File: src/sv/mgki_pkg.sv
// Shared constants, types and helpers of the GOP keyframe indexer
package mgki_pkg;

   // Widths fixed by the beat formats
   localparam int BYTE_BITS     = 8;
   localparam int WINDOW_BITS   = 24;
   localparam int GOP_SIZE_BITS = 8;
   localparam int GROUP_BITS    = 32;
   localparam int POS_BITS      = 48;
   localparam int FRAME_BITS    = 40;
   localparam int UNSAVED_BITS  = 5;
   localparam int WIDE_BITS     = 64;

   // Default width of the stream byte offset
   localparam int OFFSET_BITS_DEFAULT = 48;

   // Start code window and codes
   localparam logic [WINDOW_BITS-1:0] WINDOW_RESET = 24'hFFFFFF;
   localparam logic [WINDOW_BITS-1:0] CODE_PREFIX  = 24'h000001;
   localparam logic [BYTE_BITS-1:0]   CODE_PACK    = 8'hBA;
   localparam logic [BYTE_BITS-1:0]   CODE_GOP     = 8'hB8;
   localparam logic [BYTE_BITS-1:0]   CODE_SEQ     = 8'hB3;

   // A pack header's offset points at its first prefix byte
   localparam int PACK_BACKSTEP = 3;

   // Save-map rule
   localparam int EARLY_LIMIT = 30;
   localparam int FLUSH_LIMIT = 30;

   localparam logic [GOP_SIZE_BITS-1:0] GOP_SIZE_RESET = 8'd15;

   // Scanner status towards the indexer
   typedef struct packed {
      logic valid;     // a byte is waiting in the input register
      logic keyframe;  // that byte closes a GOP start code that counts
   } scan_type;

   // Early-save table: true for values below 30 that are one more than a multiple of five
   function automatic logic mod5_is_one(input logic [UNSAVED_BITS-1:0] v);
      logic r;
      unique case (v)
         5'd1, 5'd6, 5'd11, 5'd16, 5'd21, 5'd26: r = 1'b1;
         default:                                r = 1'b0;
      endcase
      return r;
   endfunction

endpackage

File: src/sv/mgki_scan.sv
// Input register, start code window and stream offset tracking
module mgki_scan #(
   parameter int OFFSET_BITS = mgki_pkg::OFFSET_BITS_DEFAULT
) (
   input  logic                               clock,
   input  logic                               reset,
   input  logic                               req_valid,
   output logic                               req_stall,
   input  logic [mgki_pkg::BYTE_BITS-1:0]     req_data_byte,
   input  logic                               advance,
   output mgki_pkg::scan_type                 scan,
   output logic [OFFSET_BITS-1:0]             pack_offset
);

   logic                                 in_valid_ff, in_valid_in;
   logic [mgki_pkg::BYTE_BITS-1:0]       byte_ff, byte_in;
   logic [mgki_pkg::WINDOW_BITS-1:0]     window_ff, window_in;
   logic [OFFSET_BITS-1:0]               offset_ff, offset_in;
   logic [OFFSET_BITS-1:0]               pack_ff, pack_in;
   logic [OFFSET_BITS-1:0]               seq_ff, seq_in;
   logic                                 prefix;

   assign prefix      = (window_ff == mgki_pkg::CODE_PREFIX);
   assign req_stall   = in_valid_ff && !advance;
   assign pack_offset = pack_ff;

   assign scan.valid    = in_valid_ff;
   assign scan.keyframe = in_valid_ff && prefix && (byte_ff == mgki_pkg::CODE_GOP)
                          && (seq_ff == pack_ff);

   // Input register: refills whenever the held byte moves on or none is held
   always_comb begin
      in_valid_in = in_valid_ff;
      byte_in     = byte_ff;
      if (!req_stall) begin
         in_valid_in = req_valid;
         byte_in     = req_data_byte;
      end
   end

   // Window and offsets advance once per processed byte
   always_comb begin
      window_in = window_ff;
      offset_in = offset_ff;
      pack_in   = pack_ff;
      seq_in    = seq_ff;
      if (advance) begin
         window_in = {window_ff[mgki_pkg::WINDOW_BITS-mgki_pkg::BYTE_BITS-1:0], byte_ff};
         offset_in = offset_ff + OFFSET_BITS'(1);
         if (prefix) begin
            unique case (byte_ff)
               mgki_pkg::CODE_PACK: pack_in = offset_ff - OFFSET_BITS'(mgki_pkg::PACK_BACKSTEP);
               mgki_pkg::CODE_SEQ:  seq_in  = pack_ff;
               default: ;
            endcase
         end
      end
   end

   always_ff @(posedge clock) begin
      if (reset) begin
         in_valid_ff <= 1'b0;
         window_ff   <= mgki_pkg::WINDOW_RESET;
         offset_ff   <= '0;
         pack_ff     <= '0;
         seq_ff      <= '0;
      end else begin
         in_valid_ff <= in_valid_in;
         window_ff   <= window_in;
         offset_ff   <= offset_in;
         pack_ff     <= pack_in;
         seq_ff      <= seq_in;
      end
   end

   // Data byte needs no reset
   always_ff @(posedge clock) begin
      byte_ff <= byte_in;
   end

endmodule

File: src/sv/mgki_index.sv
// Keyframe counter, save-map rule and result register
module mgki_index #(
   parameter int OFFSET_BITS = mgki_pkg::OFFSET_BITS_DEFAULT
) (
   input  logic                                 clock,
   input  logic                                 reset,
   input  mgki_pkg::scan_type                   scan,
   input  logic                                 advance,
   input  logic [OFFSET_BITS-1:0]               pack_offset,
   input  logic [mgki_pkg::GOP_SIZE_BITS-1:0]   gop_size,
   output logic                                 res_free,
   output logic                                 rsp_valid,
   input  logic                                 rsp_stall,
   output logic [mgki_pkg::GROUP_BITS-1:0]      rsp_gop_number,
   output logic [mgki_pkg::POS_BITS-1:0]        rsp_pack_position,
   output logic [mgki_pkg::FRAME_BITS-1:0]      rsp_frame_count,
   output logic                                 rsp_flush
);

   logic                                 load;
   logic [mgki_pkg::GROUP_BITS-1:0]      group_ff, group_in, group_next;
   logic [mgki_pkg::UNSAVED_BITS-1:0]    unsaved_ff, unsaved_in;
   logic [mgki_pkg::UNSAVED_BITS:0]      unsaved_next;
   logic                                 save;
   logic [mgki_pkg::WIDE_BITS-1:0]       pack_wide;
   logic                                 rsp_valid_ff, rsp_valid_in;
   logic [mgki_pkg::GROUP_BITS-1:0]      gop_number_ff, gop_number_in;
   logic [mgki_pkg::POS_BITS-1:0]        position_ff, position_in;
   logic [mgki_pkg::FRAME_BITS-1:0]      frames_ff, frames_in;
   logic                                 save_ff, save_in;

   assign res_free = !rsp_valid_ff || !rsp_stall;
   assign load     = advance && scan.keyframe;

   // Save rule on the incremented counters
   assign group_next   = group_ff + mgki_pkg::GROUP_BITS'(1);
   assign unsaved_next = {1'b0, unsaved_ff} + (mgki_pkg::UNSAVED_BITS + 1)'(1);
   assign save = ((group_next < mgki_pkg::GROUP_BITS'(mgki_pkg::EARLY_LIMIT))
                  && mgki_pkg::mod5_is_one(group_next[mgki_pkg::UNSAVED_BITS-1:0]))
                 || (unsaved_next >= (mgki_pkg::UNSAVED_BITS + 1)'(mgki_pkg::FLUSH_LIMIT));

   assign pack_wide = mgki_pkg::WIDE_BITS'(pack_offset);

   // Counters step on each keyframe
   always_comb begin
      group_in   = group_ff;
      unsaved_in = unsaved_ff;
      if (load) begin
         group_in   = group_next;
         unsaved_in = save ? '0 : unsaved_next[mgki_pkg::UNSAVED_BITS-1:0];
      end
   end

   // Result register: loads a keyframe, drains when taken
   always_comb begin
      rsp_valid_in  = rsp_valid_ff;
      gop_number_in = gop_number_ff;
      position_in   = position_ff;
      frames_in     = frames_ff;
      save_in       = save_ff;
      if (load) begin
         rsp_valid_in  = 1'b1;
         gop_number_in = group_next;
         position_in   = pack_wide[mgki_pkg::POS_BITS-1:0];
         frames_in     = mgki_pkg::FRAME_BITS'(group_ff)
                         * mgki_pkg::FRAME_BITS'(gop_size);
         save_in       = save;
      end else if (!rsp_stall) begin
         rsp_valid_in  = 1'b0;
      end
   end

   always_ff @(posedge clock) begin
      if (reset) begin
         group_ff     <= '0;
         unsaved_ff   <= '0;
         rsp_valid_ff <= 1'b0;
      end else begin
         group_ff     <= group_in;
         unsaved_ff   <= unsaved_in;
         rsp_valid_ff <= rsp_valid_in;
      end
   end

   always_ff @(posedge clock) begin
      gop_number_ff <= gop_number_in;
      position_ff   <= position_in;
      frames_ff     <= frames_in;
      save_ff       <= save_in;
   end

   assign rsp_valid         = rsp_valid_ff;
   assign rsp_gop_number    = gop_number_ff;
   assign rsp_pack_position = position_ff;
   assign rsp_frame_count   = frames_ff;
   assign rsp_flush         = save_ff;

endmodule

File: src/sv/mpeg_gop_keyframe_indexer.sv
// Top level of the MPEG GOP keyframe indexer
//
//   channel  direction  handshake          payload
//   req_     in         valid / stall      data_byte
//   rsp_     out        valid / stall      gop_number, pack_position, frame_count, flush
//   csr_     in         valid / ready      gop_size
//
// One byte per clock unless a keyframe waits on a stalled result: a byte is
// held in the input register and its keyframe result appears in the result
// register on the edge that moves the byte on; the offset and counter updates are
// a single pass of adder and 32x8 multiply between these registers.
// Synchronous reset sets the window to all ones, clears offsets and counters, and sets gop_size to 15.
// A waiting result stalls the input only when the held byte is itself a keyframe.
module mpeg_gop_keyframe_indexer #(
   parameter int OFFSET_BITS = mgki_pkg::OFFSET_BITS_DEFAULT
) (
   input  logic                                 clock,
   input  logic                                 reset,
   input  logic                                 req_valid,
   output logic                                 req_stall,
   input  logic [mgki_pkg::BYTE_BITS-1:0]       req_data_byte,
   output logic                                 rsp_valid,
   input  logic                                 rsp_stall,
   output logic [mgki_pkg::GROUP_BITS-1:0]      rsp_gop_number,
   output logic [mgki_pkg::POS_BITS-1:0]        rsp_pack_position,
   output logic [mgki_pkg::FRAME_BITS-1:0]      rsp_frame_count,
   output logic                                 rsp_flush,
   input  logic                                 csr_valid,
   output logic                                 csr_ready,
   input  logic [mgki_pkg::GOP_SIZE_BITS-1:0]   csr_gop_size
);

   mgki_pkg::scan_type                   scan;
   logic [OFFSET_BITS-1:0]               pack_offset;
   logic                                 res_free;
   logic                                 advance;
   logic [mgki_pkg::GOP_SIZE_BITS-1:0]   gop_size_ff, gop_size_in;

   // A held byte moves on unless its result has nowhere to go
   assign advance = scan.valid && (!scan.keyframe || res_free);

   // GOP size register, always writable
   assign csr_ready   = 1'b1;
   assign gop_size_in = (csr_valid && csr_ready) ? csr_gop_size : gop_size_ff;

   always_ff @(posedge clock) begin
      if (reset) begin
         gop_size_ff <= mgki_pkg::GOP_SIZE_RESET;
      end else begin
         gop_size_ff <= gop_size_in;
      end
   end

   mgki_scan #(
      .OFFSET_BITS (OFFSET_BITS)
   ) u_scan (
      .clock         (clock),
      .reset         (reset),
      .req_valid     (req_valid),
      .req_stall     (req_stall),
      .req_data_byte (req_data_byte),
      .advance       (advance),
      .scan          (scan),
      .pack_offset   (pack_offset)
   );

   mgki_index #(
      .OFFSET_BITS (OFFSET_BITS)
   ) u_index (
      .clock             (clock),
      .reset             (reset),
      .scan              (scan),
      .advance           (advance),
      .pack_offset       (pack_offset),
      .gop_size          (gop_size_ff),
      .res_free          (res_free),
      .rsp_valid         (rsp_valid),
      .rsp_stall         (rsp_stall),
      .rsp_gop_number    (rsp_gop_number),
      .rsp_pack_position (rsp_pack_position),
      .rsp_frame_count   (rsp_frame_count),
      .rsp_flush         (rsp_flush)
   );

endmodule

File: config.mk
export PLATFORM = sky130hd
export DESIGN_NAME = mpeg_gop_keyframe_indexer
export DESIGN_NICKNAME = d
export VERILOG_FILES = /design/src/sv/mgki_pkg.sv /design/src/sv/mgki_scan.sv /design/src/sv/mgki_index.sv /design/src/sv/mpeg_gop_keyframe_indexer.sv
export SDC_FILE = /design/constraint.sdc
export NUM_CORES = 1
export LEC_CHECK = 0
export ABC_AREA = 1
export BUFFER_PORTS_ARGS = -buffer_cell sky130_fd_sc_hd__buf_4
export CORE_ASPECT_RATIO = 0.5
export CORE_MARGIN = 10
export CORE_UTILIZATION = 56
export CTS_CLUSTER_SIZE = 30
export DETAILED_ROUTE_END_ITERATION = 8
export HOLD_SLACK_MARGIN = 0.05
export PLACE_DENSITY = 0.74
export SLEW_MARGIN = 20
export SYNTH_ARGS = -nofsm -noshare
export SYNTH_HDL_FRONTEND = slang
export SYNTH_SLANG_ARGS = --single-unit
export TNS_END_PERCENT = 20
File: constraint.sdc
create_clock -name clock -period 7.9 [get_ports clock]
set_clock_uncertainty 0.15 [all_clocks]
set_input_delay 0.395 -clock clock [delete_from_list [all_inputs] [get_ports clock]]
set_output_delay 0.395 -clock clock [all_outputs]
set_load 0.02 [all_outputs]
# --- Word-level counts from Yosys, hierarchy flattened ---
# Index checks and enable logic that the tools add are counted.
totals:
  ff_bits: 344
  inputBits: 21
  out_inout_bits: 124
  wordCells: 54
op_classes:
  n_addsub: 4
  n_mul: 1
  order_cmp: 2
  n_eq_ne: 12
  muxes: 4
  n_reduce_logical: 17
ops:
  columns: ["operator", "count"]
  rows:
  - ["$add A48 B1 Y48 const B", 1]
  - ["$eq A48 B48 Y1", 1]
  - ["$sub A48 B2 Y48 const B", 1]
  - ["$mul A32 B8 Y40", 1]
  - ["$add A32 B1 Y32 const B", 1]
  - ["$lt A32 B5 Y1 const B", 1]
  - ["$eq A24 B1 Y1 const B", 1]
  - ["$eq A8 B8 Y1 const B", 3]
  - ["$eq A5 B5 Y1 const B", 3]
  - ["$logic_and A1 B1 Y1", 7]
  - ["$add A5 B1 Y6 const B", 1]
  - ["$ge A6 B5 Y1 const B", 1]
  - ["$reduce_and A3 Y1", 2]
  - ["$reduce_or A6 Y1", 1]
  - ["$eq A5 B1 Y1 const B", 1]
  - ["$eq A5 B3 Y1 const B", 1]
  - ["$eq A5 B4 Y1 const B", 1]
  - ["$mux W5", 1]
  - ["$logic_not A1 Y1", 4]
  - ["$logic_or A1 B1 Y1", 3]
  - ["$mux W1", 3]
  - ["$ne A2 B1 Y1 const B", 1]

# --- Logic depth before layout (Yosys ltp) ---
# Gate-level depths: netlist (run 1).
depth:
  word_depth: 9
  ltp_mapped: 25
  mapped_depth_nobuf: 24

# --- Modules after synthesis ---
# A second synthesis (run 1) with hierarchy kept.
unflattened:
  hier_cells: 3477
  area_unflattened_um2: 25084.1
by_module_without_submodules:
  columns: ["mod", "instances", "cells_per_inst", "area_each_um2", "seq_area_each_um2"]
  rows:
  - ["mgki_index", 1, 1851, 15010.6, 4394.2]
  - ["mgki_scan", 1, 1579, 9746.8, 3623.5]
  - ["mpeg_gop_keyframe_indexer", 1, 47, 326.6, 160.2]

# --- Worst setup path after synthesis (run 1) ---
# Ideal clock, no wire load.
synth_timing:
  kind: "reg2reg"
  from: "register gop_size_ff[7] (netlist bit)"
  to: "register u_index.frames_ff, in the netlist u_index.rsp_frame_count[28], data pin"
  setup_time_ns: 0.259
  t_arrival_ns: 4.425
  required_time_ns: 7.491
  setup_slack_ns: 3.066
  stages_incl_launch_ff: 25
  path_buffers: 2
  synth_period_minus_slack_ns: 4.834
  path_cell_list: "dfxtp_1 -> clkbuf_1 -> clkbuf_1 -> nand2_1 -> fa_1 -> fa_1 -> inv_1 -> fa_1 -> inv_1 -> fa_1 -> inv_1 -> ha_1 -> nand2_1 -> nand2_1 -> inv_1 -> o21ai_0 -> o21ai_0 -> nand2_1 -> nand2_1 -> nand2_1 -> nand2_1 -> nand2_1 -> nand3_1 -> nand2_1 -> xor2_1"
synth_via:
  elab_chain_cells: 1
synth_rtl:
  columns: ["element", "line_no", "source"]
  rows:
  - ["start: declaration", "mpeg_gop_keyframe_indexer.sv:37", "logic [mgki_pkg::GOP_SIZE_BITS-1:0] gop_size_ff, gop_size_in;"]
  - ["start signal: assignment", "mpeg_gop_keyframe_indexer.sv:48", "gop_size_ff <= mgki_pkg::GOP_SIZE_RESET;"]
  - ["start signal: assignment", "mpeg_gop_keyframe_indexer.sv:50", "gop_size_ff <= gop_size_in;"]
  - ["$mul A32 B8 Y40", "mgki_index.sv:66", "* mgki_pkg::FRAME_BITS'(gop_size);"]
  - ["end signal: assignment", "mgki_index.sv:88", "frames_ff <= frames_in;"]
  - ["end: declaration", "mgki_index.sv:29", "logic [mgki_pkg::FRAME_BITS-1:0] frames_ff, frames_in;"]
# No other way between the ends.
# A chain may end at the register's enable or synchronous reset.

# --- Final worst setup path (run 1) ---
layout_timing:
  from: "register gop_size_ff[4] (netlist bit)"
  to: "register u_index.frames_ff, in the netlist u_index.rsp_frame_count[27], data pin"
# Same word-level chain as after synthesis.

==> results.txt, run 1 <==
Walking the worst path, the cells encountered are buf_4 -> nand2_1 -> inv_1 -> fa_1 -> fa_1 -> fa_1 -> inv_1 -> fa_1 -> inv_1 -> ha_1 -> a21oi_1 -> o21ai_0 -> nand2_1 -> nand2_1 -> a31oi_1 -> o21ai_0 -> and2_1 -> o21bai_1 -> nand2_1. For hold timing, the worst endpoint is gop_size_ff[1]. The detailed router finished its first iteration with 2267 violations. The met1 routed wirelength after detailed routing came out at 29990 um. In this run the critical register-to-register path is launched from gop_size_ff[4]. Of the total synthesized cell area, the portion taken by AND, OR, NAND and NOR gates is 28.74%. The root buffer cell chosen for the clock tree is sky130_fd_sc_hd__clkbuf_16. For this run, design rule violations remaining after detail routing come to 0.

The global placement routability congestion came out at 0.9345. The data required time at the worst endpoint is 8.05 ns. Dividing the final minimum period by the clock period gives 69.66%.

In this run, synthesis produced a sequential element count of 344. By startpoint and endpoint, the worst setup path is classified as reg -> reg. The number of buffers and inverters on the critical path is 4. In this run the remaining antenna-violating nets after routing total 0. The number of antenna violations at the first check in global routing came out at 1. Summing the areas of all xor and xnor instances in the mapped netlist gives 4.469% of the synthesized area.

The routed length on met2 came out at 33970 um. The clock slew seen by the registers of the worst setup and hold paths came out at 0.07 ns. The count of cells along the worst register-to-register path came out at 19. The overall routed net length is 70830 um.

The static power due to leakage came out at 15.23 nW. The total of buffers placed on input and output ports came out at 143. The setup slack of the worst register-to-register path is 2.40 ns. Wire segments on met3 add up to 4783 um in the final route. On the worst path, the slowest cell contributes a delay of 0.63 ns. In this run the top signal layer used is met4. The timing-limited maximum frequency came out at 0.1817 GHz.

Data arrives at the worst endpoint at 5.66 ns. The placement-stage worst setup slack came out at 2.439 ns. For this design the top-level I/O count stands at 145.

Setup repair after global routing left no endpoint under its margin. The H-tree depth reported by CTS came out at 2. The area enclosed by the die boundary is 56490 um^2. The CTS buffer count came out at 34.

The adder and majority cell fraction of the synthesized area is 16.96%. The number of distinct standard cells referenced by the synthesized netlist is 46. Dividing the detail-routed via count by the number of cells gives 5.193. The share of cells above drive strength 1 came out at 6.398%. The cell family contributing the most delay on the critical path is adder cells. The final design area excluding fillers is 28810 um^2. The peak ir drop on the vdd network came out at 0.1240 mV.

The pin count of the biggest net entering global routing is 105. The total core area is 45760 um^2. The startpoint class of the critical path is a register.

The fraction of synthesized area in multiplexers came out at 0%. Setup violations remaining at the end of the flow were counted as 0. The width of the die is 326.3 um. The number of instances in the placed design came out at 4308. The measured slew at the worst slew-check pin is 1.099 ns.

Relative to the synthesized area, the layout overhead comes to 9.686%. The final critical-path setup slack came out at 2.397 ns. The final routed wire length divided by cell count came out at 16.12 um. The floorplan has 55 rows. The area fraction in compound gates after synthesis came out at 4.640%. The endpoint identified for the worst register-to-register timing path is u_index.rsp_frame_count[27]. The initial core utilization is 57.39%. The final instance count without filler cells is 4395.

The number of global-route vias before repair is 21996. The shortest period the worst path allows is 5.503 ns. By area, the combinational part of the netlist is dominated by simple AND/OR/NAND/NOR gates. The CTS tree is yes. The final hold violation count was 0. Of all nets on the critical path, the largest fanout is 23.

The worst hold path begins at csr_valid. STA classifies the critical path endpoint as a register. The total track usage is 24.40%. Among all stages on the critical path, the largest delay is contributed by sky130_fd_sc_hd__dfxtp_1. The path type of the worst min-delay path is in -> reg. The launching element of the worst setup path is gop_size_ff[4]. The worst hold path was traced through 4 stages. The cell area that synthesis handed to floorplanning was 26260 um^2. The max-cap check violation count is 0.

The run finished with clean final reports. The tightest hold margin came out at 0.1449 ns. The final global-route overflow total is 0. The worst slew margin relative to its limit is 26.75%.

The number of nets in the final layout came out at 4011. Synthesis produced 3706 cells. The first-pass GRT wire length came out at 114100 um.

The areal power density over the cells came out at 127.5 nW/um^2. The first-pass iteration count of the detailed router is 5. The sum of negative setup slack came out at 0 ns. The number of nets handed over by synthesis was 3975. The clock sink count is 344.

The max-slew violation count came out at 0. The clock latency on the worst-skew pair is 0.56 ns. The synthesized area divided by synthesized cell count is 7.087 um^2. The instance area after placement is 27470 um^2.

The clock tree buffer depth came out at 3. From bottom edge to top edge, the die measures 173.1 um. Gates resized during post-CTS repair numbered 0. The detailed placement HPWL came out at 51830 um. The total number of vias is 22823.

During synthesis, Yosys emitted a total of 0 warnings. Post-CTS timing repair inserted 0 buffers for setup. The fraction of the yosys area taken by sequential cells came out at 31.14%.
[flip-flops by register name (all words and copies together) (netlist names), 24 cells and up]
signal,count
u_scan.seq_ff,48
u_index.group_ff,32
u_scan.offset_ff,48
u_scan.pack_offset,48
u_index.rsp_pack_position,48
u_index.rsp_gop_number,32
u_index.rsp_frame_count,40
u_scan.window_ff,24
[cell usage in the layout (no fill, tap or decap), drive strengths merged, types with 29 or more instances in the layout]
master,instances
a211oi,34
a21oi,98
buf,158
clkbuf,42
dfxtp,215
edfxtp,129
fa,180
ha,68
inv,773
nand2,1034
nand3,151
nand4,125
nor2,437
nor3,50
o21ai,47
xnor2,29
xor2,105
[worst max-delay path by stage]
stage | to | slack (ns) | cells past startpoint
floorplan | u_index.rsp_frame_count[28] | 3.07 | 24
global placement | u_index.rsp_frame_count[26] | 2.24 | 19
detailed placement | u_index.rsp_frame_count[27] | 2.44 | 19
CTS | u_index.rsp_frame_count[27] | 2.42 | 19
global route | u_index.rsp_frame_count[27] | 2.05 | 19
finish | u_index.rsp_frame_count[27] | 2.40 | 19
[routing by layer]
metal	GRT usage, %	up-vias
met4	7.319	0
met2	41.82	747
li1	-	11284
met3	4.521	149
met1	30.94	10643
met5	0	-
[area by class of cell]
| cell class | count | area [um^2] |
|---|---|---|
| Clock inverter | 19 | 201.4 |
| Inverter | 771 | 2902 |
| Sequential cell | 344 | 8184 |
| Antenna cell | 1 | 2.502 |
| Clock buffer | 42 | 880.8 |
| Multi-Input combinational cell | 2408 | 14420 |
| Timing Repair Buffer | 183 | 1436 |
| Fill cell | 4155 | 16960 |
| Tap cell | 627 | 784.5 |
[power breakdown]
group	internal [mW]	switching, mW	total [mW]
clock network	0.904	0.753	1.66
registers	1.84	0.0239	1.86
logic	0.0483	0.104	0.152
[synth_stat cells, drive strengths merged]
cell / number / area share, %
nand2: 1034 / 15
inv: 771 / 11
nor2: 437 / 6.5
dfxtp: 215 / 16
fa: 180 / 14
nand3: 151 / 3.0
edfxtp: 129 / 15
nand4: 125 / 3.0
clkbuf: 117 / 1.7
xor2: 105 / 3.5
a21oi: 98 / 1.9
ha: 68 / 3.2
buf: 66 / 1.3
nor3: 50 / 1.0
o21ai: 47 / 0.90
a211oi: 34 / 0.97
xnor2: 29 / 0.97
o21a: 9 / 0.26
o211ai: 8 / 0.23
nor4: 7 / 0.22
a31oi: 6 / 0.14
a21o: 3 / 0.086
and2: 3 / 0.071
nor3b: 3 / 0.12
o2111ai: 3 / 0.10
or2: 2 / 0.048
a21boi: 1 / 0.029
a221oi: 1 / 0.033
and3: 1 / 0.024
conb: 1 / 0.014
nor4b: 1 / 0.033
o21bai: 1 / 0.029
[worst register-to-register path, delay by kind of cell (launching register included)]
family,cells,cell delay (ns)
AOI/OAI and AO/OA,5,1.00
buffers and inverters,4,0.58
and+or+nand+nor,5,0.54
DFF,1,0.63
adders and majority gates,5,2.34
[cells by family (layout without fill, tap and decap cells)]
| logic type | after synthesis | in the layout |
|---|---|---|
| XOR/XNOR | 134 | 134 |
| AND/OR/NAND/NOR | 1814 | 1814 |
| flip-flops | 344 | 344 |
| adder cells (fa/ha/maj) | 248 | 248 |
| buffers and inverters | 954 | 1015 |
| other | 1 | 2 |
| AO/OA/AOI/OAI | 211 | 211 |
[stage by stage]
stage / total power [mW] / utilization, %
after CTS: 3.697 / 62.94
final: 3.672 / 62.95
after detailed placement: 2.041 / 60.03
after global placement: 2.039 / 60.02
after global routing: 3.790 / 62.95
after floorplan: 1.998 / -
[what timing repair did]
item / 4_1_cts / 5_1_grt
hold buffers: 25 / 0
endpoints found under the setup margin: 0 / 0
endpoints found under the hold margin: 17 / 0
No activity file was read; power rests on OpenSTA's default activity.
==> run 2, diff against run 1 <==
--- a/config.mk
+++ b/config.mk
@@ -5,7 +5,7 @@
 export SDC_FILE = /design/constraint.sdc
 export NUM_CORES = 1
 export LEC_CHECK = 0
-export ABC_AREA = 1
+export ABC_AREA = 0
 export BUFFER_PORTS_ARGS = -buffer_cell sky130_fd_sc_hd__buf_4
 export CORE_ASPECT_RATIO = 0.5
 export CORE_MARGIN = 10
==> constraint.sdc (replaced) <==
create_clock -name clock -period 5.2 [get_ports clock]
set_clock_uncertainty 0.15 [all_clocks]
set_input_delay 0.26 -clock clock [delete_from_list [all_inputs] [get_ports clock]]
set_output_delay 0.26 -clock clock [all_outputs]
set_load 0.02 [all_outputs]
==> run 2 against run 1 <==
  * Clock power grew 58%
  * Flip-flop and latch count is the same
  * Combinational power grew 4%
  * Sequential share of layout area grew 1.3 points
  * Register-to-register slack lost 2.3 ns
  * Global-route usage shrank 2.7 points
  * Die area shrank 11%
  * Cell area shrank 4.1%
  * Routed wire length shrank 21%
  * Critical endpoint unchanged
  * Largest cell class unchanged
==> results.txt, run 2 <==
The max-slew violation count is 0 (unchanged). The total of buffers placed on input and output ports is 143 (unchanged). In the post-synthesis netlist, the biggest area contributors are sky130_fd_sc_hd__dfxtp_1 (19%), sky130_fd_sc_hd__edfxtp_1 (17%), sky130_fd_sc_hd__fa_1 (16%). The pin count of the biggest net entering global routing came out at 108 (+2.9%). The timing-limited maximum frequency was 0.1973 GHz (+8.6%). Tracing the worst setup path back leads to its startpoint at gop_size_ff[3]. The part of the cycle the worst path needs is 97.49% (+28 points). The CTS tree is yes.

The library cells used most frequently in the layout, excluding fill and tap cells, are sky130_fd_sc_hd__buf_4 (305), sky130_fd_sc_hd__nor2_1 (235), sky130_fd_sc_hd__inv_1 (223). The clock sink count is 344 (unchanged). The cell row count is 52 (-5.5%). The final global-route overflow total came out at 0 (unchanged). The number of nets in the final layout came to 2900 (-28%).

The placement-stage worst setup slack is -0.3602 ns (-2.799 ns). The data arrival time of the critical path is 5.21 ns (-0.45 ns). The worst hold path depth is 2 (-2). The synthesized net count was 2674 (-33%). The final cell utilization of the core came out at 68.15% (+5.2 points). The first-pass GRT wire length is 89890 um (-21%). The antenna diode count is 0 (-1). The top fanout value on the critical path came out at 10 (-57%).

The CTS buffer count came out at 35 (+2.9%). The final critical-path setup slack is 0.1305 ns (-2.266 ns). The detailed placement HPWL is 40890 um (-21%). The synthesized design spends more area on one cell type than any other, namely sky130_fd_sc_hd__dfxtp_1. The peak ir drop on the vdd network is 0.2598 mV (+110%). The cell sitting at the root of the clock tree is a sky130_fd_sc_hd__clkbuf_16.

The initial core utilization is 56.89% (-0.50 points). Setup repair after global routing could not meet its margin everywhere. The clock latency on the worst-skew pair is 0.55 ns (about the same).

The sum of negative setup slack came out at 0 ns (unchanged). The detailed-route DRC error count is 0 (unchanged). The total core area is 40530 um^2 (-11%). The post-route antenna net violation count came out at 0 (unchanged). The number of enable flip-flop cells after synthesis is 129 (unchanged).

The share of the synthesized area in the top cell type came out at 18.67% (+2.3 points). The final routed wire length divided by cell count came to 17.47 um (+8.4%). The shortest period the worst path allows came to 5.070 ns (-0.4337 ns). The areal power density over the cells came to 202.3 nW/um^2 (+59%).

The setup violation total in the final timing report is 0 (unchanged). The setup slack of the worst register-to-register path came to 0.13 ns (-2.27 ns). The measured slew at the worst slew-check pin is 1.085 ns (-0.01364 ns). The final hold violation count is 0 (unchanged). The static power due to leakage was 12.58 nW (-17%).

The H-tree depth reported by CTS was 2 (unchanged). The tightest hold margin was 0.06515 ns (-0.07976 ns). The leading cell type by number of instances after synthesis is sky130_fd_sc_hd__nor2_1. The max-cap check violation count came to 0 (unchanged). The detailed router's first-iteration violation count came to 1178 (-48%). The async set-or-reset flop fraction in the synthesized netlist came out at 0% (unchanged). The Yosys warning count is 0 (unchanged).

The clock slew seen by the registers of the worst setup and hold paths is 0.06 ns (about the same). The area enclosed by the die boundary is 50190 um^2 (-11%). The number of antenna violations at the first check in global routing came to 0 (-1). The share of cells above drive strength 1 is 19.04% (+13 points). STA classifies the critical path startpoint as a register. By startpoint and endpoint, the worst setup path is classified as reg -> reg. The commonest cells after synthesis are sky130_fd_sc_hd__nor2_1 (237), sky130_fd_sc_hd__inv_1 (228), sky130_fd_sc_hd__dfxtp_1 (215).

Among all flip-flop cells after synthesis, the most frequent one is sky130_fd_sc_hd__dfxtp_1. The total track usage was 21.70% (-2.7 points). The detail-routed via count per cell came to 5.485 (+5.6%). The worst slew margin relative to its limit came out at 27.58% (+0.83 points). The cell count after synthesis came to 2405 (-35%). The first-pass iteration count of the detailed router is 5 (unchanged). The hold path startpoint is reset. The area growth from synthesis to final layout is 19.79%.

The data required time at the worst endpoint came out at 5.34 ns (-2.71 ns). The worst flop-to-flop path startpoint is gop_size_ff[3]. The width of the die came out at 307.0 um (-5.9%). The count of boundary I/O pins came to 145 (unchanged). The die height is 163.5 um (-5.6%). The flow ran to the end, and the final reports show no timing, DRC or antenna violations. The fraction of the yosys area taken by sequential cells came out at 35.47% (+4.3 points).

The synthesized area divided by synthesized cell count came to 9.588 um^2 (+35%). The post-synthesis instance area is 23060 um^2 (-12%). The count of cells along the worst register-to-register path is 18 (-1). The number of distinct standard cells referenced by the synthesized netlist is 73 (+59%). The overall routed net length came to 55860 um (-21%).

The worst hold path belongs to the class in -> reg. The global placement routability congestion is 0.8775 (-6.1%). The count of state elements after synthesis came to 344 (unchanged). The worst setup path is captured at a register.

The total number of vias came out at 17540 (-23%). The number of global-route vias before repair is 17362 (-21%). The clock tree buffer depth is 3 (unchanged). The library cell used most frequently in the layout, excluding fill and tap cells, is sky130_fd_sc_hd__buf_4.
## run 2: cell count changes in the layout (fill, tap and decap cells not counted), sizes merged, moves of 128 or more
cell   before  now
nand2    1034  153
nor2      437  237
xnor2      29  157
buf       158  319
inv       773  232
and2        3  211
## run 2: kinds of logic after synthesis
| logic type | after synthesis | share of synthesized area (%) |
|---|---|---|
| simple gates | 890 | 19.96 |
| buf+inv | 383 | 6.316 |
| flops | 344 | 35.47 |
| fa+ha+maj | 249 | 19.36 |
| compound gates | 235 | 6.761 |
| xor+xnor | 208 | 7.901 |
| mux | 95 | 4.216 |
| other cells | 1 | 0.01626 |
## run 2: stage by stage
step / area, um^2 / instances / power (mW)
2_1_floorplan: 23080 / 2405 / 2.934
3_3_place_gp: 25570 / 3098 / 2.991
3_5_place_dp: 25570 / 3098 / 2.993
4_1_cts: 27060 / 3187 / 5.623
5_1_grt: 27620 / 3198 / 5.762
6_report: 27620 / 3198 / 5.588
## run 2: worst paths after layout
kind                                 end
max          u_index.rsp_frame_count[27]
min                 u_index.group_ff[25]
max reg2reg  u_index.rsp_frame_count[27]
min reg2reg         u_scan.window_ff[19]
## run 2: where the power goes
part / internal, mW / switching, mW
Clock: 1.48 / 1.15
Combinational: 0.0690 / 0.0893
Sequential: 2.78 / 0.0176
Total: 4.34 / 1.25
## run 2: critical path, cell delays in order, from the launching register on
cell and delay [ns]:
sky130_fd_sc_hd__dfxtp_4 0.38, sky130_fd_sc_hd__buf_8 0.15, sky130_fd_sc_hd__buf_4 0.13, sky130_fd_sc_hd__and2_1 0.16, sky130_fd_sc_hd__fa_2 0.54, sky130_fd_sc_hd__fa_2 0.45, sky130_fd_sc_hd__fa_1 0.54, sky130_fd_sc_hd__inv_1 0.05
sky130_fd_sc_hd__fa_1 0.43, sky130_fd_sc_hd__inv_2 0.08, sky130_fd_sc_hd__ha_4 0.20, sky130_fd_sc_hd__a2111oi_4 0.34, sky130_fd_sc_hd__o21ai_1 0.12, sky130_fd_sc_hd__o22ai_1 0.17, sky130_fd_sc_hd__inv_1 0.10, sky130_fd_sc_hd__o41a_1 0.44
sky130_fd_sc_hd__a21o_1 0.18, sky130_fd_sc_hd__a21oi_2 0.14, sky130_fd_sc_hd__xnor2_1 0.07
## run 2: layout make-up
class                           instances  area, um^2
Tap cell                              540       675.6
Timing Repair Buffer                  344        2771
Clock buffer                           43       947.2
Fill cell                            3132       12910
Clock inverter                         21       252.7
Inverter                              228       855.8
Sequential cell                       344        8217
Multi-Input combinational cell       1678       13900
## run 2: layer usage
layer / vias up / share of wire (%) / wire (um) / GRT usage [%]
met4: 0 / 2.3 / 1292 / 5.586
met5: - / 0 / 0 / 0
met2: 479 / 47 / 26350 / 36.21
met3: 86 / 6.4 / 3556 / 3.812
met1: 8546 / 44 / 24660 / 29.06
li1: 8429 / - / - / -
## run 2: timing repair
item / CTS / global route
setup buffers: 0 / 11
gates cloned: 0 / 0
resized for setup: 20 / 105
hold buffers: 25 / 0
endpoints found under the setup margin: 20 / 19
pin swaps: 1 / 64
endpoints found under the hold margin: 17 / 0
==> run 3, diff against run 2 <==
--- a/config.mk
+++ b/config.mk
@@ -9,11 +9,11 @@
 export BUFFER_PORTS_ARGS = -buffer_cell sky130_fd_sc_hd__buf_4
 export CORE_ASPECT_RATIO = 0.5
 export CORE_MARGIN = 10
-export CORE_UTILIZATION = 56
+export CORE_UTILIZATION = 55
 export CTS_CLUSTER_SIZE = 30
 export DETAILED_ROUTE_END_ITERATION = 8
 export HOLD_SLACK_MARGIN = 0.05
-export PLACE_DENSITY = 0.74
+export PLACE_DENSITY = 0.73
 export SLEW_MARGIN = 20
 export SYNTH_ARGS = -nofsm -noshare
 export SYNTH_HDL_FRONTEND = slang
==> run 3 against run 2 <==
  * Via count fell by 2.1%
  * Highest routed layer unchanged
  * Count of clock-buffer cells in the layout rose by 1
  * Flip-flop and latch count did not move
  * Cell area fell by 2.1%
  * Critical endpoint is now u_index.rsp_frame_count[24]
  * Largest power group unchanged
  * Cell count fell by 1.8%
  * Die area rose by 1.6%
==> results.txt, run 3 (synthesis results as in run 2) <==
The detail-routed via count per cell was 5.470 (-0.26%). The die height came out at 164.8 um (+0.80%). The max-slew violation count was 0 (unchanged).

The H-tree depth reported by CTS is 2 (unchanged). The measured slew at the worst slew-check pin came out at 0.9565 ns (-0.1285 ns). The leading cell type in the layout, fill and taps excluded is sky130_fd_sc_hd__buf_4. The setup slack of the worst register-to-register path came to 0.06 ns (-0.07 ns).

The met1 track utilization from global routing is 29.29% (+0.23 points). The antenna diode count came out at 0 (unchanged). The clock sink count is 344 (unchanged). The startpoint class of the critical path is a register.

The number of nets in the final layout is 2843 (-2.0%). The area enclosed by the die boundary came out at 51010 um^2 (+1.6%). Setup repair after global routing could not meet its margin everywhere. The initial core utilization is 56.34% (-0.54 points). The count of boundary I/O pins came out at 145 (unchanged).

The top cell types in the final layout, fill and taps aside, are sky130_fd_sc_hd__buf_4 (253), sky130_fd_sc_hd__nor2_1 (233), sky130_fd_sc_hd__inv_1 (228). The clock latency on the worst-skew pair is 0.56 ns (about the same). The peak ir drop on the vdd network came out at 0.3284 mV (+26%). The worst setup path is captured at a register. The final cell utilization of the core is 66.08% (-2.1 points). The pin count of the biggest net entering global routing is 125 (+16%). The worst hold path begins at rsp_stall.

The overall routed net length is 55360 um (-0.90%). The final hold violation count came to 0 (unchanged). The detailed router's first-iteration violation count came out at 1289 (+9.4%). The part of the cycle the worst path needs is 98.77% (+1.3 points).

The startpoint identified for the worst register-to-register timing path is gop_size_ff[5]. The path type of the worst min-delay path is in -> reg. The worst slew margin relative to its limit is 36.23% (+8.6 points). The setup violation total in the final timing report came out at 0 (unchanged). The worst register-to-register path ends at u_index.rsp_frame_count[24]. The tightest hold margin was 0.09793 ns (+0.03279 ns).

The global placement routability congestion was 0.9099 (+3.7%). The flow ran to the end, and the final reports show no timing, DRC or antenna violations. The worst hold path depth was 3 (+1). The cell row count is 52 (unchanged). The area growth from synthesis to final layout came out at 17.28%. The tree is rooted in a sky130_fd_sc_hd__clkbuf_16. The worst hold path terminates at u_index.rsp_valid. The count of cells along the worst register-to-register path is 19 (+1).

The CTS buffer count came out at 34 (-2.9%). The first-pass iteration count of the detailed router is 5 (unchanged). The number of antenna violations at the first check in global routing is 0 (unchanged).

The timing-limited maximum frequency is 0.1947 GHz (-1.3%). The data required time at the worst endpoint was 5.33 ns (about the same). The total of buffers placed on input and output ports is 143 (unchanged). The detailed placement HPWL came out at 40480 um (-0.99%). The static power due to leakage came out at 12.27 nW (-2.4%).

The width of the die came to 309.6 um (+0.85%). The global-route layer with the greatest usage is met2. The clock tree buffer depth came out at 3 (unchanged). The met3 routing resource usage after global routing came out at 3.387% (-0.43 points). The shortest period the worst path allows is 5.136 ns (+0.06653 ns). The post-route antenna net violation count is 0 (unchanged). The worst setup path is of the reg -> reg kind. The data arrival time of the critical path came out at 5.26 ns (+0.05 ns). The clock slew seen by the registers of the worst setup and hold paths was 0.06 ns (about the same). The number of global-route vias before repair was 16632 (-4.2%).

The first-pass GRT wire length came out at 88440 um (-1.6%). The share of cells above drive strength 1 is 16.35% (-2.7 points). The total core area came out at 40920 um^2 (+0.96%).

The final routed wire length divided by cell count is 17.63 um (+0.93%). The final global-route overflow total is 0 (unchanged). TritonCTS built the clock tree. The total number of vias is 17177 (-2.1%). The top fanout value on the critical path came out at 17 (+7). The total track usage is 21.14% (-0.57 points).

The detailed-route DRC error count is 0 (unchanged). The max-cap check violation count was 0 (unchanged). The areal power density over the cells is 205.4 nW/um^2 (+1.5%).

The global routing usage on met2 is 34.72% (-1.5 points).
[run 3: cell types whose count changed in the layout (fill, tap and decap cells not counted), sizes merged]
cell / previous run / this run
clkinvlp: 4 / 0
buf: 319 / 262
clkinv: 10 / 9
clkbuf: 43 / 45
inv: 232 / 234
[run 3: how the worst max path moves through the flow]
stage / cells past startpoint / endpoint / slack [ns] / startpoint
finish: 19 / u_index.rsp_frame_count[24] / 0.06 / gop_size_ff[5]
global route: 19 / u_index.rsp_frame_count[24] / -0.08 / gop_size_ff[5]
CTS: 18 / u_index.rsp_frame_count[27] / -0.03 / u_index.group_ff[4]
detailed placement: 17 / u_index.rsp_frame_count[34] / -0.24 / gop_size_ff[6]
global placement: 17 / u_index.rsp_frame_count[27] / -0.13 / gop_size_ff[2]
floorplan: 18 / u_index.rsp_frame_count[30] / -0.002 / u_index.group_ff[2]
[run 3: layer usage]
metal,wire length [um],vias up,share of wire (%)
met5,0,-,0
met4,1105,0,2.0
met3,2970,79,5.4
met2,25830,403,47
met1,25450,8377,46
li1,-,8318,-
[run 3: timing repair]
action | in CTS | in global routing
hold endpoints to repair | 17 | 0
hold buffers | 25 | 0
gates cloned | 0 | 1
setup buffers | 0 | 3
resized for setup | 13 | 80
pin swaps | 1 | 31
endpoints found under the setup margin | 19 | 20
[run 3: where the power goes]
group / leakage [nW] / switching [mW] / total (mW) / internal [mW]
logic: 8.49 / 0.0824 / 0.145 / 0.0624
clock network: 0.577 / 1.13 / 2.60 / 1.47
registers: 3.21 / 0.0205 / 2.81 / 2.79
[run 3: cell type report]
| class | instances | area (um^2) |
|---|---|---|
| fillers | 3225 | 13880 |
| multi-input cells | 1678 | 13800 |
| clock buffers | 44 | 949.7 |
| inverters | 228 | 855.8 |
| well taps | 540 | 675.6 |
| repair buffers | 288 | 2320 |
| clock inverters | 18 | 225.2 |
| flip-flops and latches | 344 | 8217 |
[run 3: worst max-delay path, stage by stage, from the launching register on]
cell and delay (ns):
sky130_fd_sc_hd__dfxtp_4 0.36, sky130_fd_sc_hd__buf_12 0.14, sky130_fd_sc_hd__and2_1 0.17, sky130_fd_sc_hd__fa_1 0.49
sky130_fd_sc_hd__fa_1 0.54, sky130_fd_sc_hd__fa_1 0.50, sky130_fd_sc_hd__inv_1 0.05, sky130_fd_sc_hd__fa_1 0.53
sky130_fd_sc_hd__inv_1 0.06, sky130_fd_sc_hd__ha_4 0.28, sky130_fd_sc_hd__nand4_1 0.17, sky130_fd_sc_hd__nor2_2 0.18
sky130_fd_sc_hd__nand3_2 0.14, sky130_fd_sc_hd__a2111oi_4 0.38, sky130_fd_sc_hd__buf_4 0.19, sky130_fd_sc_hd__nor2_2 0.05
sky130_fd_sc_hd__buf_4 0.15, sky130_fd_sc_hd__o21bai_1 0.12, sky130_fd_sc_hd__a21oi_1 0.09, sky130_fd_sc_hd__xnor2_1 0.14
[run 3: per-stage QoR]
step	total power [mW]	worst slack, ns	cells	setup TNS [ns]	area, um^2
3_3_place_gp	2.985	-0.1281	3049	-0.9290	25180
3_5_place_dp	2.987	-0.2447	3049	-2.312	25180
2_1_floorplan	2.934	-0.001727	2405	-0.001727	23080
5_1_grt	5.730	-0.07607	3140	-0.3652	27040
6_report	5.553	0.06395	3140	0	27040
4_1_cts	5.603	-0.02788	3136	-0.05177	26640
